--- src/assert_macros.svh ---
// Assertion helpers for the RTL file that checks itself.
`ifndef ASSERT_MACROS_SVH
`define ASSERT_MACROS_SVH

// Same-cycle implication, reset-qualified.
`define QNR_ASSERT_IMP(lbl, clk, rst_n, ante, cons) \
	lbl: assert property (@(posedge clk) disable iff (!rst_n) (ante) |-> (cons)) \
		else $error("Assertion failed in the root finder.");

// Next-cycle implication, reset-qualified.
`define QNR_ASSERT_NXT(lbl, clk, rst_n, ante, cons) \
	lbl: assert property (@(posedge clk) disable iff (!rst_n) (ante) |=> (cons)) \
		else $error("Assertion failed in the root finder.");

`endif

--- src/qnr_pkg.sv ---
package qnr_pkg;

	localparam int OP_W = 4;

	localparam logic [OP_W-1:0] OP_NONE     = 4'd0;
	localparam logic [OP_W-1:0] OP_LOAD     = 4'd1;
	localparam logic [OP_W-1:0] OP_HINIT    = 4'd2;
	localparam logic [OP_W-1:0] OP_MUL      = 4'd3;
	localparam logic [OP_W-1:0] OP_ADD      = 4'd4;
	localparam logic [OP_W-1:0] OP_DIVINIT  = 4'd5;
	localparam logic [OP_W-1:0] OP_DIVSTEP  = 4'd6;
	localparam logic [OP_W-1:0] OP_NEXT     = 4'd7;
	localparam logic [OP_W-1:0] OP_COMMIT   = 4'd8;

	localparam logic [1:0] ST_CONVERGED = 2'd0;
	localparam logic [1:0] ST_FLAT      = 2'd1;
	localparam logic [1:0] ST_LIMIT     = 2'd2;

	localparam logic [7:0] REG_ITER_LIMIT = 8'd0;
	localparam logic [7:0] REG_TOLERANCE  = 8'd1;

	localparam logic [7:0]  ITER_LIMIT_RST = 8'd20;
	localparam logic [15:0] TOLERANCE_RST  = 16'd655;

	typedef struct packed {
		logic [OP_W-1:0] op;
		logic            sel;
		logic [2:0]      idx;
	} cmd_t;

	typedef struct packed {
		logic flat;
		logic conv;
	} sts_t;

endpackage

--- src/qnr_if.sv ---
interface qnr_in_if #(parameter int W = 32);
	logic                valid;
	logic                ready;
	logic signed [W-1:0] coef_x4;
	logic signed [W-1:0] coef_x3;
	logic signed [W-1:0] coef_x2;
	logic signed [W-1:0] coef_x1;
	logic signed [W-1:0] coef_x0;

	modport source (output valid, coef_x4, coef_x3, coef_x2, coef_x1, coef_x0, input ready);
	modport sink (input valid, coef_x4, coef_x3, coef_x2, coef_x1, coef_x0, output ready);
endinterface

interface qnr_out_if #(parameter int W = 32);
	logic                valid;
	logic                ready;
	logic signed [W-1:0] root;
	logic [1:0]          exit_status;
	logic [7:0]          steps_used;

	modport source (output valid, root, exit_status, steps_used, input ready);
	modport sink (input valid, root, exit_status, steps_used, output ready);
endinterface

--- src/quartic_newton_root.sv ---
// Newton-Raphson root finder for a quartic with signed fixed-point coefficients.
// An item on the coefs channel carries the five coefficients, highest power
// first. The block starts at x = 1.0 and iterates until the derivative is flat,
// the step falls below the tolerance or the iteration limit is reached, then
// presents one item on the result channel with the root, the exit status and
// the number of iterations begun.
// Each iteration runs the two Horner evaluations on one shared multiplier (one
// multiply and one saturating add per coefficient), a flat check, the restoring
// divider and the update. Only one item is in flight; coefs.ready is high while
// the controller idles. The result sits in an output register, so a stalled
// receiver holds only the finished item; the next item may still be accepted
// and iterated, and waits for the register to empty before finishing.
// Reset clears the controller and the output valid flag and loads the
// iteration limit with 20 and the tolerance with 655.
// Configuration is written through cfg_we, cfg_index and cfg_wdata; the user
// must write it only while idle, since the block itself does not enforce this.
module quartic_newton_root #(
	parameter int VALUE_WIDTH = 32,
	parameter int FRACTION_BITS = 16
) (
	input  logic        clk,
	input  logic        arst_n,
	input  logic        cfg_we,
	input  logic [7:0]  cfg_index,
	input  logic [15:0] cfg_wdata,
	qnr_in_if.sink      coefs,
	qnr_out_if.source   result
);
	import qnr_pkg::*;

	logic [7:0]  limit_q;
	logic [15:0] tol_q;
	cmd_t        cmd;
	sts_t        sts;
	logic        out_free, out_load;
	logic [1:0]  status;
	logic [7:0]  steps;
	logic signed [VALUE_WIDTH-1:0] x;

	logic                          out_valid_q;
	logic signed [VALUE_WIDTH-1:0] root_q;
	logic [1:0]                    status_q;
	logic [7:0]                    steps_q;

	always_ff @(posedge clk or negedge arst_n) begin
		if (!arst_n) begin
			limit_q <= ITER_LIMIT_RST;
			tol_q   <= TOLERANCE_RST;
		end else if (cfg_we) begin
			if (cfg_index == REG_ITER_LIMIT) limit_q <= cfg_wdata[7:0];
			else if (cfg_index == REG_TOLERANCE) tol_q <= cfg_wdata;
		end
	end

	assign out_free = !out_valid_q || result.ready;

	qnr_ctrl #(.W(VALUE_WIDTH), .F(FRACTION_BITS)) u_ctrl (
		.clk      (clk),
		.arst_n   (arst_n),
		.in_valid (coefs.valid),
		.in_ready (coefs.ready),
		.out_free (out_free),
		.out_load (out_load),
		.limit    (limit_q),
		.sts      (sts),
		.cmd      (cmd),
		.status   (status),
		.steps    (steps)
	);

	qnr_datapath #(.W(VALUE_WIDTH), .F(FRACTION_BITS)) u_dp (
		.clk     (clk),
		.cmd     (cmd),
		.coef_x4 (coefs.coef_x4),
		.coef_x3 (coefs.coef_x3),
		.coef_x2 (coefs.coef_x2),
		.coef_x1 (coefs.coef_x1),
		.coef_x0 (coefs.coef_x0),
		.tol     (tol_q),
		.sts     (sts),
		.x       (x)
	);

	always_ff @(posedge clk or negedge arst_n) begin
		if (!arst_n) begin
			out_valid_q <= 1'b0;
		end else if (out_load) begin
			out_valid_q <= 1'b1;
		end else if (result.ready) begin
			out_valid_q <= 1'b0;
		end
	end

	always_ff @(posedge clk) begin
		if (out_load) begin
			root_q   <= x;
			status_q <= status;
			steps_q  <= steps;
		end
	end

	assign result.valid       = out_valid_q;
	assign result.root        = root_q;
	assign result.exit_status = status_q;
	assign result.steps_used  = steps_q;

`include "assert_macros.svh"

	`QNR_ASSERT_IMP(a_status_code, clk, arst_n, result.valid, result.exit_status != 2'd3)
	`QNR_ASSERT_NXT(a_busy_after_accept, clk, arst_n, coefs.valid && coefs.ready, !coefs.ready)
	`QNR_ASSERT_IMP(a_steps_bound, clk, arst_n, out_load, steps <= limit_q)
	`QNR_ASSERT_IMP(a_load_when_free, clk, arst_n, out_load, !out_valid_q || result.ready)

endmodule

--- src/qnr_datapath.sv ---
module qnr_datapath #(
	parameter int W = 32,
	parameter int F = 16
) (
	input  logic                clk,
	input  qnr_pkg::cmd_t       cmd,
	input  logic signed [W-1:0] coef_x4,
	input  logic signed [W-1:0] coef_x3,
	input  logic signed [W-1:0] coef_x2,
	input  logic signed [W-1:0] coef_x1,
	input  logic signed [W-1:0] coef_x0,
	input  logic [15:0]         tol,
	output qnr_pkg::sts_t       sts,
	output logic signed [W-1:0] x
);
	import qnr_pkg::*;

	localparam int QW = W + F;
	localparam int MW = 2 * W + F + 1;
	localparam int CW = (W > 16) ? W + 1 : 17;
	localparam logic signed [W-1:0] VMAX = {1'b0, {(W-1){1'b1}}};
	localparam logic signed [W-1:0] VMIN = {1'b1, {(W-1){1'b0}}};
	localparam logic signed [W-1:0] ONE =
		(F >= W - 1) ? VMAX : W'(64'd1 << F);
	localparam logic [MW-1:0] HALF_MAG = {1'b1, {(W-1){1'b0}}};

	logic signed [W-1:0] p_q [5];
	logic signed [W-1:0] dp_q [4];
	logic signed [W-1:0] x_q, acc_q, dacc_q, next_q;
	logic [2*W-1:0]      prod_s1;
	logic                pneg_s1;
	logic [QW-1:0]       num_q, quot_q;
	logic [W-1:0]        den_q;
	logic [W:0]          rem_q;
	logic                qneg_q, nzero_q;

	function automatic logic [W-1:0] mag(input logic signed [W-1:0] v);
		mag = v[W-1] ? W'(-v) : v;
	endfunction

	function automatic logic signed [W-1:0] sat_add(input logic signed [W-1:0] a,
			input logic signed [W-1:0] b);
		logic signed [W:0] s;
		s = {a[W-1], a} + {b[W-1], b};
		if (s[W] != s[W-1]) sat_add = s[W] ? VMIN : VMAX;
		else sat_add = s[W-1:0];
	endfunction

	function automatic logic signed [W-1:0] sat_sub(input logic signed [W-1:0] a,
			input logic signed [W-1:0] b);
		logic signed [W:0] s;
		s = {a[W-1], a} - {b[W-1], b};
		if (s[W] != s[W-1]) sat_sub = s[W] ? VMIN : VMAX;
		else sat_sub = s[W-1:0];
	endfunction

	function automatic logic signed [W-1:0] from_mag(input logic neg, input logic [MW-1:0] m);
		if (neg) from_mag = (m >= HALF_MAG) ? VMIN : W'(-m[W-1:0]);
		else from_mag = (m > MW'(VMAX)) ? VMAX : m[W-1:0];
	endfunction

	function automatic logic below_tol(input logic signed [W-1:0] v, input logic [15:0] t);
		below_tol = CW'(mag(v)) < CW'(t);
	endfunction

	logic signed [W-1:0] mul_src, add_src, rounded, quot_sat;
	logic [MW-1:0]       rnd_sum;
	logic [W:0]          rem_sh;

	always_comb begin
		mul_src  = cmd.sel ? dacc_q : acc_q;
		add_src  = cmd.sel ? dp_q[cmd.idx[1:0]] : p_q[cmd.idx];
		rnd_sum  = (MW'(prod_s1) + (MW'(1) << (F - 1))) >> F;
		rounded  = from_mag(pneg_s1, rnd_sum);
		rem_sh   = {rem_q[W-1:0], num_q[QW-1]};
		quot_sat = nzero_q ? '0 : from_mag(qneg_q, MW'(quot_q));
	end

	always_ff @(posedge clk) begin
		case (cmd.op)
			OP_LOAD: begin
				p_q[0]  <= coef_x4;
				p_q[1]  <= coef_x3;
				p_q[2]  <= coef_x2;
				p_q[3]  <= coef_x1;
				p_q[4]  <= coef_x0;
				dp_q[0] <= sat_add(sat_add(coef_x4, coef_x4), sat_add(coef_x4, coef_x4));
				dp_q[1] <= sat_add(sat_add(coef_x3, coef_x3), coef_x3);
				dp_q[2] <= sat_add(coef_x2, coef_x2);
				dp_q[3] <= coef_x1;
				x_q     <= ONE;
			end
			OP_HINIT: begin
				acc_q  <= p_q[0];
				dacc_q <= dp_q[0];
			end
			OP_MUL: begin
				prod_s1 <= (2*W)'(mag(mul_src)) * (2*W)'(mag(x_q));
				pneg_s1 <= mul_src[W-1] != x_q[W-1];
			end
			OP_ADD: begin
				if (cmd.sel) dacc_q <= sat_add(rounded, add_src);
				else acc_q <= sat_add(rounded, add_src);
			end
			OP_DIVINIT: begin
				num_q   <= QW'(mag(acc_q)) << F;
				den_q   <= mag(dacc_q);
				rem_q   <= '0;
				quot_q  <= '0;
				qneg_q  <= acc_q[W-1] != dacc_q[W-1];
				nzero_q <= acc_q == '0;
			end
			OP_DIVSTEP: begin
				num_q <= num_q << 1;
				if (rem_sh >= {1'b0, den_q}) begin
					rem_q  <= rem_sh - {1'b0, den_q};
					quot_q <= {quot_q[QW-2:0], 1'b1};
				end else begin
					rem_q  <= rem_sh;
					quot_q <= {quot_q[QW-2:0], 1'b0};
				end
			end
			OP_NEXT: begin
				next_q <= sat_sub(x_q, quot_sat);
			end
			OP_COMMIT: begin
				x_q <= next_q;
			end
			default: begin
			end
		endcase
	end

	assign sts.flat = below_tol(dacc_q, tol);
	assign sts.conv = below_tol(sat_sub(next_q, x_q), tol);
	assign x = x_q;

endmodule

--- src/qnr_ctrl.sv ---
module qnr_ctrl #(
	parameter int W = 32,
	parameter int F = 16
) (
	input  logic          clk,
	input  logic          arst_n,
	input  logic          in_valid,
	output logic          in_ready,
	input  logic          out_free,
	output logic          out_load,
	input  logic [7:0]    limit,
	input  qnr_pkg::sts_t sts,
	output qnr_pkg::cmd_t cmd,
	output logic [1:0]    status,
	output logic [7:0]    steps
);
	import qnr_pkg::*;

	localparam int QW = W + F;
	localparam int DCW = $clog2(QW + 1);

	localparam logic [3:0] S_IDLE  = 4'd0;
	localparam logic [3:0] S_HINIT = 4'd1;
	localparam logic [3:0] S_MUL   = 4'd2;
	localparam logic [3:0] S_ADD   = 4'd3;
	localparam logic [3:0] S_FLAT  = 4'd4;
	localparam logic [3:0] S_DIVI  = 4'd5;
	localparam logic [3:0] S_DIV   = 4'd6;
	localparam logic [3:0] S_NEXT  = 4'd7;
	localparam logic [3:0] S_CONV  = 4'd8;
	localparam logic [3:0] S_DONE  = 4'd9;

	logic [3:0]     state_q;
	logic           sel_q;
	logic [2:0]     k_q;
	logic [7:0]     it_q;
	logic [DCW-1:0] dcnt_q;
	logic [1:0]     status_q;
	logic [7:0]     steps_q;

	assign in_ready = state_q == S_IDLE;
	assign out_load = (state_q == S_DONE) && out_free;
	assign status   = status_q;
	assign steps    = steps_q;

	always_comb begin
		cmd     = '0;
		cmd.op  = OP_NONE;
		cmd.sel = sel_q;
		cmd.idx = k_q;
		case (state_q)
			S_IDLE:  if (in_valid) cmd.op = OP_LOAD;
			S_HINIT: if (it_q < limit) cmd.op = OP_HINIT;
			S_MUL:   cmd.op = OP_MUL;
			S_ADD:   cmd.op = OP_ADD;
			S_DIVI:  cmd.op = OP_DIVINIT;
			S_DIV:   cmd.op = OP_DIVSTEP;
			S_NEXT:  cmd.op = OP_NEXT;
			S_CONV:  cmd.op = OP_COMMIT;
			default: cmd.op = OP_NONE;
		endcase
	end

	always_ff @(posedge clk or negedge arst_n) begin
		if (!arst_n) begin
			state_q  <= S_IDLE;
			sel_q    <= 1'b0;
			k_q      <= '0;
			it_q     <= '0;
			dcnt_q   <= '0;
			status_q <= ST_LIMIT;
			steps_q  <= '0;
		end else begin
			case (state_q)
				S_IDLE: begin
					if (in_valid) begin
						it_q    <= '0;
						state_q <= S_HINIT;
					end
				end
				S_HINIT: begin
					if (it_q < limit) begin
						sel_q   <= 1'b0;
						k_q     <= 3'd1;
						state_q <= S_MUL;
					end else begin
						status_q <= ST_LIMIT;
						steps_q  <= limit;
						state_q  <= S_DONE;
					end
				end
				S_MUL: state_q <= S_ADD;
				S_ADD: begin
					if (!sel_q && k_q == 3'd4) begin
						sel_q   <= 1'b1;
						k_q     <= 3'd1;
						state_q <= S_MUL;
					end else if (sel_q && k_q == 3'd3) begin
						state_q <= S_FLAT;
					end else begin
						k_q     <= k_q + 3'd1;
						state_q <= S_MUL;
					end
				end
				S_FLAT: begin
					if (sts.flat) begin
						status_q <= ST_FLAT;
						steps_q  <= it_q + 8'd1;
						state_q  <= S_DONE;
					end else begin
						state_q <= S_DIVI;
					end
				end
				S_DIVI: begin
					dcnt_q  <= DCW'(QW - 1);
					state_q <= S_DIV;
				end
				S_DIV: begin
					dcnt_q <= dcnt_q - DCW'(1);
					if (dcnt_q == '0) state_q <= S_NEXT;
				end
				S_NEXT: state_q <= S_CONV;
				S_CONV: begin
					if (sts.conv) begin
						status_q <= ST_CONVERGED;
						steps_q  <= it_q + 8'd1;
						state_q  <= S_DONE;
					end else begin
						it_q    <= it_q + 8'd1;
						state_q <= S_HINIT;
					end
				end
				S_DONE: if (out_free) state_q <= S_IDLE;
				default: state_q <= S_IDLE;
			endcase
		end
	end

endmodule

--- src/flat_wrapper.sv ---
// flat-port wrapper written by rule: the top's interface ports become plain ports
module quartic_newton_root_flat import qnr_pkg::*;
#(
	parameter int VALUE_WIDTH = 32,
	parameter int FRACTION_BITS = 16
)
  (clk, arst_n, cfg_we, cfg_index, cfg_wdata, coefs_valid, coefs_coef_x4, coefs_coef_x3, coefs_coef_x2, coefs_coef_x1, coefs_coef_x0, coefs_ready, result_valid, result_root, result_exit_status, result_steps_used, result_ready);
  qnr_in_if #(.W((32))) coefs_i ();
  qnr_out_if #(.W((32))) result_i ();
  input  logic clk;
  input  logic arst_n;
  input  logic cfg_we;
  input  logic [7:0] cfg_index;
  input  logic [15:0] cfg_wdata;
  input wire logic [$bits(coefs_i.valid)-1:0] coefs_valid;
  input wire logic [$bits(coefs_i.coef_x4)-1:0] coefs_coef_x4;
  input wire logic [$bits(coefs_i.coef_x3)-1:0] coefs_coef_x3;
  input wire logic [$bits(coefs_i.coef_x2)-1:0] coefs_coef_x2;
  input wire logic [$bits(coefs_i.coef_x1)-1:0] coefs_coef_x1;
  input wire logic [$bits(coefs_i.coef_x0)-1:0] coefs_coef_x0;
  output wire logic [$bits(coefs_i.ready)-1:0] coefs_ready;
  output wire logic [$bits(result_i.valid)-1:0] result_valid;
  output wire logic [$bits(result_i.root)-1:0] result_root;
  output wire logic [$bits(result_i.exit_status)-1:0] result_exit_status;
  output wire logic [$bits(result_i.steps_used)-1:0] result_steps_used;
  input wire logic [$bits(result_i.ready)-1:0] result_ready;
  assign coefs_i.valid = coefs_valid;
  assign coefs_i.coef_x4 = coefs_coef_x4;
  assign coefs_i.coef_x3 = coefs_coef_x3;
  assign coefs_i.coef_x2 = coefs_coef_x2;
  assign coefs_i.coef_x1 = coefs_coef_x1;
  assign coefs_i.coef_x0 = coefs_coef_x0;
  assign coefs_ready = coefs_i.ready;
  assign result_valid = result_i.valid;
  assign result_root = result_i.root;
  assign result_exit_status = result_i.exit_status;
  assign result_steps_used = result_i.steps_used;
  assign result_i.ready = result_ready;
  quartic_newton_root #(.VALUE_WIDTH(VALUE_WIDTH), .FRACTION_BITS(FRACTION_BITS)) u_core (.clk(clk), .arst_n(arst_n), .cfg_we(cfg_we), .cfg_index(cfg_index), .cfg_wdata(cfg_wdata), .coefs(coefs_i), .result(result_i));
endmodule
--- config.mk ---
export PLATFORM = sky130hd
export DESIGN_NAME = quartic_newton_root_flat
export DESIGN_NICKNAME = d
export VERILOG_FILES = /design/src/qnr_pkg.sv /design/src/qnr_if.sv /design/src/quartic_newton_root.sv /design/src/qnr_datapath.sv /design/src/qnr_ctrl.sv /design/src/flat_wrapper.sv
export VERILOG_INCLUDE_DIRS = /design/src /design/src/src
export SDC_FILE = /design/constraint.sdc
export NUM_CORES = 2
export LEC_CHECK = 0
export ABC_AREA = 1
export BUFFER_PORTS_ARGS = -buffer_cell sky130_fd_sc_hd__buf_2
export CAP_MARGIN = 30
export CORE_MARGIN = 8
export CORE_UTILIZATION = 65
export DETAILED_ROUTE_END_ITERATION = 10
export GPL_TIMING_DRIVEN = 1
export PLACE_DENSITY = 0.83
export REMOVE_ABC_BUFFERS = 1
export SLEW_MARGIN = 5
export SYNTH_ARGS = -nofsm -noshare
export SYNTH_HDL_FRONTEND = slang
export SYNTH_SLANG_ARGS = --single-unit
export TNS_END_PERCENT = 100
--- constraint.sdc ---
create_clock -name clk -period 14.6 [get_ports clk]
set_clock_uncertainty 0.2 [all_clocks]
set_input_delay 2.92 -clock clk [delete_from_list [all_inputs] [get_ports clk]]
set_output_delay 2.92 -clock clk [all_outputs]
set_load 0.03 [all_outputs]
Yosys cells after proc, flatten, opt, wreduce, memory -nomap -nowiden
Memory sizes are Yosys's and may differ from the RTL's.
Index checks and enable logic that the tools add are counted.
- register bits after elaboration: 454
- latch bits: 0
- RAM bits: 288
- ROM bits: 0
- input bits: 189
- output and inout port bits: 44
- logic and storage cells: 206
- memories kept: 2
- add/sub/neg operators: 20
- $mul: 1
- div/mod/pow operators: 0
- order comparisons: 8
- equality and inequality tests: 42
- shift operators: 0
- multiplexer cells: 80
- bitwise gates (word level): 1
- reductions and logical operators: 27
- memory list (name ; depth ; width ; rd ports ; clocked after memory_dff ; write ports ; line ; source):
    u_core.u_dp.p_q ; 5 ; 32 ; 2 ; 0 ; 5 ; qnr_datapath.sv:27 ; logic signed [W-1:0] p_q [5];
    u_core.u_dp.dp_q ; 4 ; 32 ; 2 ; 0 ; 4 ; qnr_datapath.sv:28 ; logic signed [W-1:0] dp_q [4];
- operators with widths (cell ; number):
    $mux 32 ; 38
    $pmux 32 s2 ; 4
    $neg 32->32 ; 7
    $add 32x32->33 ; 6
    $pmux 48 s2 ; 2
    $sub 32x32->33 ; 2
    $add 64x16->65 const B ; 1
    $lt 32x16->1 ; 2
    $mul 32x32->64 ; 1
    $ge 49x32->1 const B ; 1
    $gt 49x31->1 const B ; 1
    $ge 48x32->1 const B ; 1
    $gt 48x31->1 const B ; 1
    $mux 8 ; 5
    $pmux 4 s10 ; 1
    $ge 33x32->1 ; 1
    $eq 4x3->1 const B ; 8
    $logic_not 32->1 ; 1
    $pmux 4 s8 ; 1
    $sub 32x32->32 ; 1
    $mux 4 ; 6
    $pmux 8 s3 ; 1
    $eq 4x2->1 const B ; 4
    $ne 2x2->1 const B ; 8
    other kinds (32) ; 75

Longest topological paths before layout
- word-level depth: 9
- gate-level depth with buffers: 51
- gate-level depth less buffers: 49

Hierarchy
From an unflattened synthesis, not the netlist that was laid out.
- cell total of the unflattened synthesis: 9748
- area total of the unflattened synthesis: 78776.8 µm²
- by module, submodules not included (module ; instances ; cells each ; area each (µm²) ; seq. area each (µm²)):
    qnr_datapath ; 1 ; 9316 ; 74421.4 ; 17416.7
    quartic_newton_root ; 1 ; 165 ; 2357.3 ; 1896.8
    qnr_ctrl ; 1 ; 267 ; 1998.2 ; 802.0

Worst setup path before layout
OpenSTA, ideal clock, no wires.
- path kind: input to register
- from: input port coefs_valid
- to: memory u_core.u_dp.dp_q[0][0], enable pin
- library setup time: 0.878 ns
- data arrival time: 13.486 ns
- required time: 13.522 ns
- path slack: 0.036 ns
- cell stages on the path: 2
- buffers on the path: 0
- cell sequence: inv_1 > nor2_1
- RTL lines (item ; line ; source):
    from (decl) ; flat_wrapper.sv:15 ; input wire logic [$bits(coefs_i.valid)-1:0] coefs_valid;
    to (decl) ; qnr_datapath.sv:28 ;

Worst setup path after layout
- from: register u_core.u_dp.dacc_q[0]
- to: register u_core.u_dp.prod_s1[58] (data pin)
- word-level cells in the longest chain between the ends: 4
- ends and longest elaborated chain (item ; line ; source):
    from (decl) ; qnr_datapath.sv:29 ; logic signed [W-1:0] x_q, acc_q, dacc_q, next_q;
    from (signal assigned) ; qnr_datapath.sv:95 ; dacc_q <= dp_q[0];
    from (signal assigned) ; qnr_datapath.sv:102 ; if (cmd.sel) dacc_q <= sat_add(rounded, add_src);
    $mux 32 * ; qnr_datapath.sv:71 ; mul_src = cmd.sel ? dacc_q : acc_q;
    $neg 32->32 ; qnr_datapath.sv:38 ; mag = v[W-1] ? W'(-v) : v;
    $mux 32 * ; qnr_datapath.sv:38 ;
    $mul 32x32->64 * ; qnr_datapath.sv:98 ; prod_s1 <= (2*W)'(mag(mul_src)) * (2*W)'(mag(x_q));
    to (signal assigned) ; qnr_datapath.sv:98 ;
    to (decl) ; qnr_datapath.sv:30 ; logic [2*W-1:0] prod_s1;
Mark *: on every way between the ends. The rest lies on a longest branch, timed or not.
A chain may end at the register's enable or synchronous reset.

==> impl_metrics.env <==
export IMPL_status="complete, no violations"
export IMPL_max_slew_margin_pct=30.77
export IMPL_synth_compound_area_share_pct=8.388
export IMPL_worstPathArrival_ns=11.83
export IMPL_worst_slew_pin_slew_ns=1.037
export IMPL_port_buffers=232
export IMPL_antenna_found_initial=9
export IMPL_criticalPathCategory="reg -> reg"
export IMPL_wirelength_microns=242900
export IMPL_first_pass_iters=8
export IMPL_drive_above_1_share_pct=6.356
export IMPL_setup_tns_ns=0
export IMPL_via_count=67480
export IMPL_postCtsHoldBufs=0
export IMPL_required_ns=14.79
export IMPL_synth_top_cell_by_area="edfxtp_1"
export IMPL_cts_tree="built"
export IMPL_grt_max_degree=87
export IMPL_max_freq_mhz=85.92
export IMPL_placed_area_sq_um=80720
export IMPL_hold_viol=0
export IMPL_synth_fa_ha_area_share_pct=30.86
export IMPL_std_cell_rows=127
export IMPL_hp_class="reg -> reg"
export IMPL_avgSynthCellArea_sq_um=8.096
export IMPL_synth_edff_count=622
export IMPL_yosysTopAreaCellShare_pct=23.97
export IMPL_die_w_microns=362.3
export IMPL_finalCritPeriodShare_pct=79.71
export IMPL_antenna_left=0
export IMPL_postLayoutCellArea_sq_um=83620
export IMPL_synth_xor_area_share_pct=3.853
export IMPL_hpwl_microns=193100
export IMPL_yosys_warnings=0
export IMPL_drv_cap=0
export IMPL_core_area_sq_um=119500
export IMPL_grt_overflow=0
export IMPL_yosys_top_cells_area="edfxtp_1 (24%), fa_1 (23%), nand2_1 (10%)"
export IMPL_synthTopCellsByCount="nand2_1 (2163), inv_1 (1743), nor2_1 (1129)"
export IMPL_vias_per_cell=5.924
export IMPL_finalMaxSlewViolations=0
export IMPL_multi_input_area_sq_um=49820
export IMPL_clockRootBuffer="clkbuf_16"
export IMPL_cp_common_cell="inv_1"
export IMPL_route_detailed_drc=0
export IMPL_crit_buf_inv=13
export IMPL_synth_area_sq_um=77940
export IMPL_track_usage_pct=36.65
export IMPL_fillers=9530
export IMPL_async_reset_ff_share_pct=8.395
export IMPL_ys_ff_latch=679
export IMPL_seq_area_sq_um=20120
export IMPL_timing_hold_ws_ns=0.2621
export IMPL_synthMuxAreaShare_pct=0.01284
export IMPL_crit_path_max_incr_delay_ns=0.70
export IMPL_postSynthCellCount=9626
export IMPL_post_route_util_pct=69.97
export IMPL_endpoint_kind="flop"
export IMPL_grt_pass1_wl_microns=377900
export IMPL_htree_levels=3
export IMPL_cts_sink_count=679
export IMPL_rsz0062_at_grt="false"
export IMPL_die_h_microns=362.3
export IMPL_cts_setup_buffers=0
export IMPL_die_area_sq_um=131200
export IMPL_numCtsBuffers=78
export IMPL_routedWlPerCell_microns=21.33
export IMPL_initial_utilization_pct=65.22
export IMPL_io_pins=233
export IMPL_gp_congestion=1.018
export IMPL_grt_pass1_vias=67580
export IMPL_setup_viol=0
export IMPL_yosysMostFrequentCell="nand2_1"
export IMPL_clkTransAtPathRegs_ns=0.06
export IMPL_start_kind="flop"
export IMPL_drtIter0Drc=7605
export IMPL_yosysUniqueCellTypes=72
export IMPL_yosysSeqAreaShare_pct=25.81
export IMPL_crit_family="adder cells"
export IMPL_clkLatencyLatePin_ns=0.71
export IMPL_synth_simple_area_share_pct=20.62
export IMPL_nets=11280
export IMPL_cts_path_max_buffers=3
export IMPL_area_growth_pct=7.287
export IMPL_synthFlopType="edfxtp_1"
export IMPL_cp_slowest_cell="fa_1"
export IMPL_fin_crit_ns=11.64
export IMPL_synth_top_family_by_area="adder cells"
export IMPL_critPathMaxFanout=27
export IMPL_post_cts_resized=0
==> sequential cells by signal, indices dropped and copies added (netlist names), 16 cells and up <==
name	cells
u_core.u_dp.p_q	160
u_core.u_dp.acc_q	32
u_core.u_dp.dp_q	96
u_core.u_dp.dacc_q	32
u_core.u_dp.x	32
u_core.u_dp.quot_q	48
u_core.u_dp.prod_s1	49
u_core.tol_q	16
u_core.u_dp.den_q	32
u_core.u_dp.next_q	32
u_core.u_dp.rem_q	32
u_core.u_dp.num_q	32
u_core.result.root	32
==> worst paths after layout <==
path	from	end	slack [ns]	cells past startpoint
setup / recovery	u_core.u_dp.dacc_q[0]	u_core.u_dp.prod_s1[58]	2.96	41
hold / removal	u_core.u_ctrl.steps[0]	u_core.result.steps_used[0]	0.26	0
setup reg to reg	u_core.u_dp.dacc_q[0]	u_core.u_dp.prod_s1[58]	2.96	41
hold reg to reg	u_core.u_ctrl.steps[0]	u_core.result.steps_used[0]	0.26	0
max in group asynchronous	arst_n	u_core.u_ctrl.sel_q	11.38	2
min in group asynchronous	arst_n	u_core.u_ctrl.k_q[2]	2.19	2
==> stage by stage <==
step	instances	worst slack [ns]
after floorplan	9280	0.03552
after global placement	11220	3.358
after detailed placement	11230	3.228
after CTS	11370	3.199
after global routing	11390	2.384
final	11390	2.962
==> worst reg2reg max path: cells and delay by family, from the launching register on <==
family / cells / cell delay, ns
DFF: 1 / 0.41
and+or+nand+nor: 13 / 2.60
buffers and inverters: 13 / 2.31
xor gates and xnor gates: 1 / 0.09
AOI/OAI and AO/OA: 4 / 0.96
adders and majority gates: 10 / 4.84
==> cell families after synthesis <==
group,Yosys count
AO/OA/AOI/OAI,1168
AND/OR/NAND/NOR,3929
adder cells (fa/ha/maj),1382
buffers and inverters,2125
XOR/XNOR,342
multiplexers,1
flip-flops,679
==> layout make-up <==
| class | count | share of cell area [%] |
|---|---|---|
| clock inverters | 47 | 0.6240 |
| multi-input cells | 6822 | 59.58 |
| clock buffers | 96 | 2.439 |
| well taps | 1612 | 2.412 |
| diodes | 7 | 0.02095 |
| repair buffers | 348 | 2.867 |
| flip-flops and latches | 679 | 24.06 |
| inverters | 1779 | 7.992 |
==> per-layer routing <==
metal | global-route usage [%] | up-vias | routed length (microns)
met5 | 0.5547 | - | 41
li1 | - | 30350 | -
met1 | 47.82 | 32310 | 91980
met3 | 10.20 | 793 | 28770
met2 | 57.13 | 4021 | 108800
met4 | 16.76 | 6 | 13340
==> cell usage in the layout, fill, tap and decap left out, drive strengths merged, types with 3 or more instances in the layout <==
cell type and n:
dfstp 9, o32ai 32, xor2 232, o211ai 20, nand3b 23, nor2 1142, edfxtp 622, a211oi 9
o221ai 16, o21a 26, ha 482, a31oi 57, a221oi 4, clkinvlp 4, diode 7, and3 4
o21bai 19, a21oi 470, fa 900, nor3 104, buf 348, inv 1768, o31ai 9, nand4 66
clkbuf 96, nor4 47, dfrtp 48, and2 3, a21o 10, nand3 327, xnor2 110, clkinv 48
nand2 2184, o21ai 453, or2 26, a21boi 32, bufinv 6
Power is left out: the tool's default activity adds up to more than one toggle a clock period on the data nets, which glitch-free logic cannot reach.
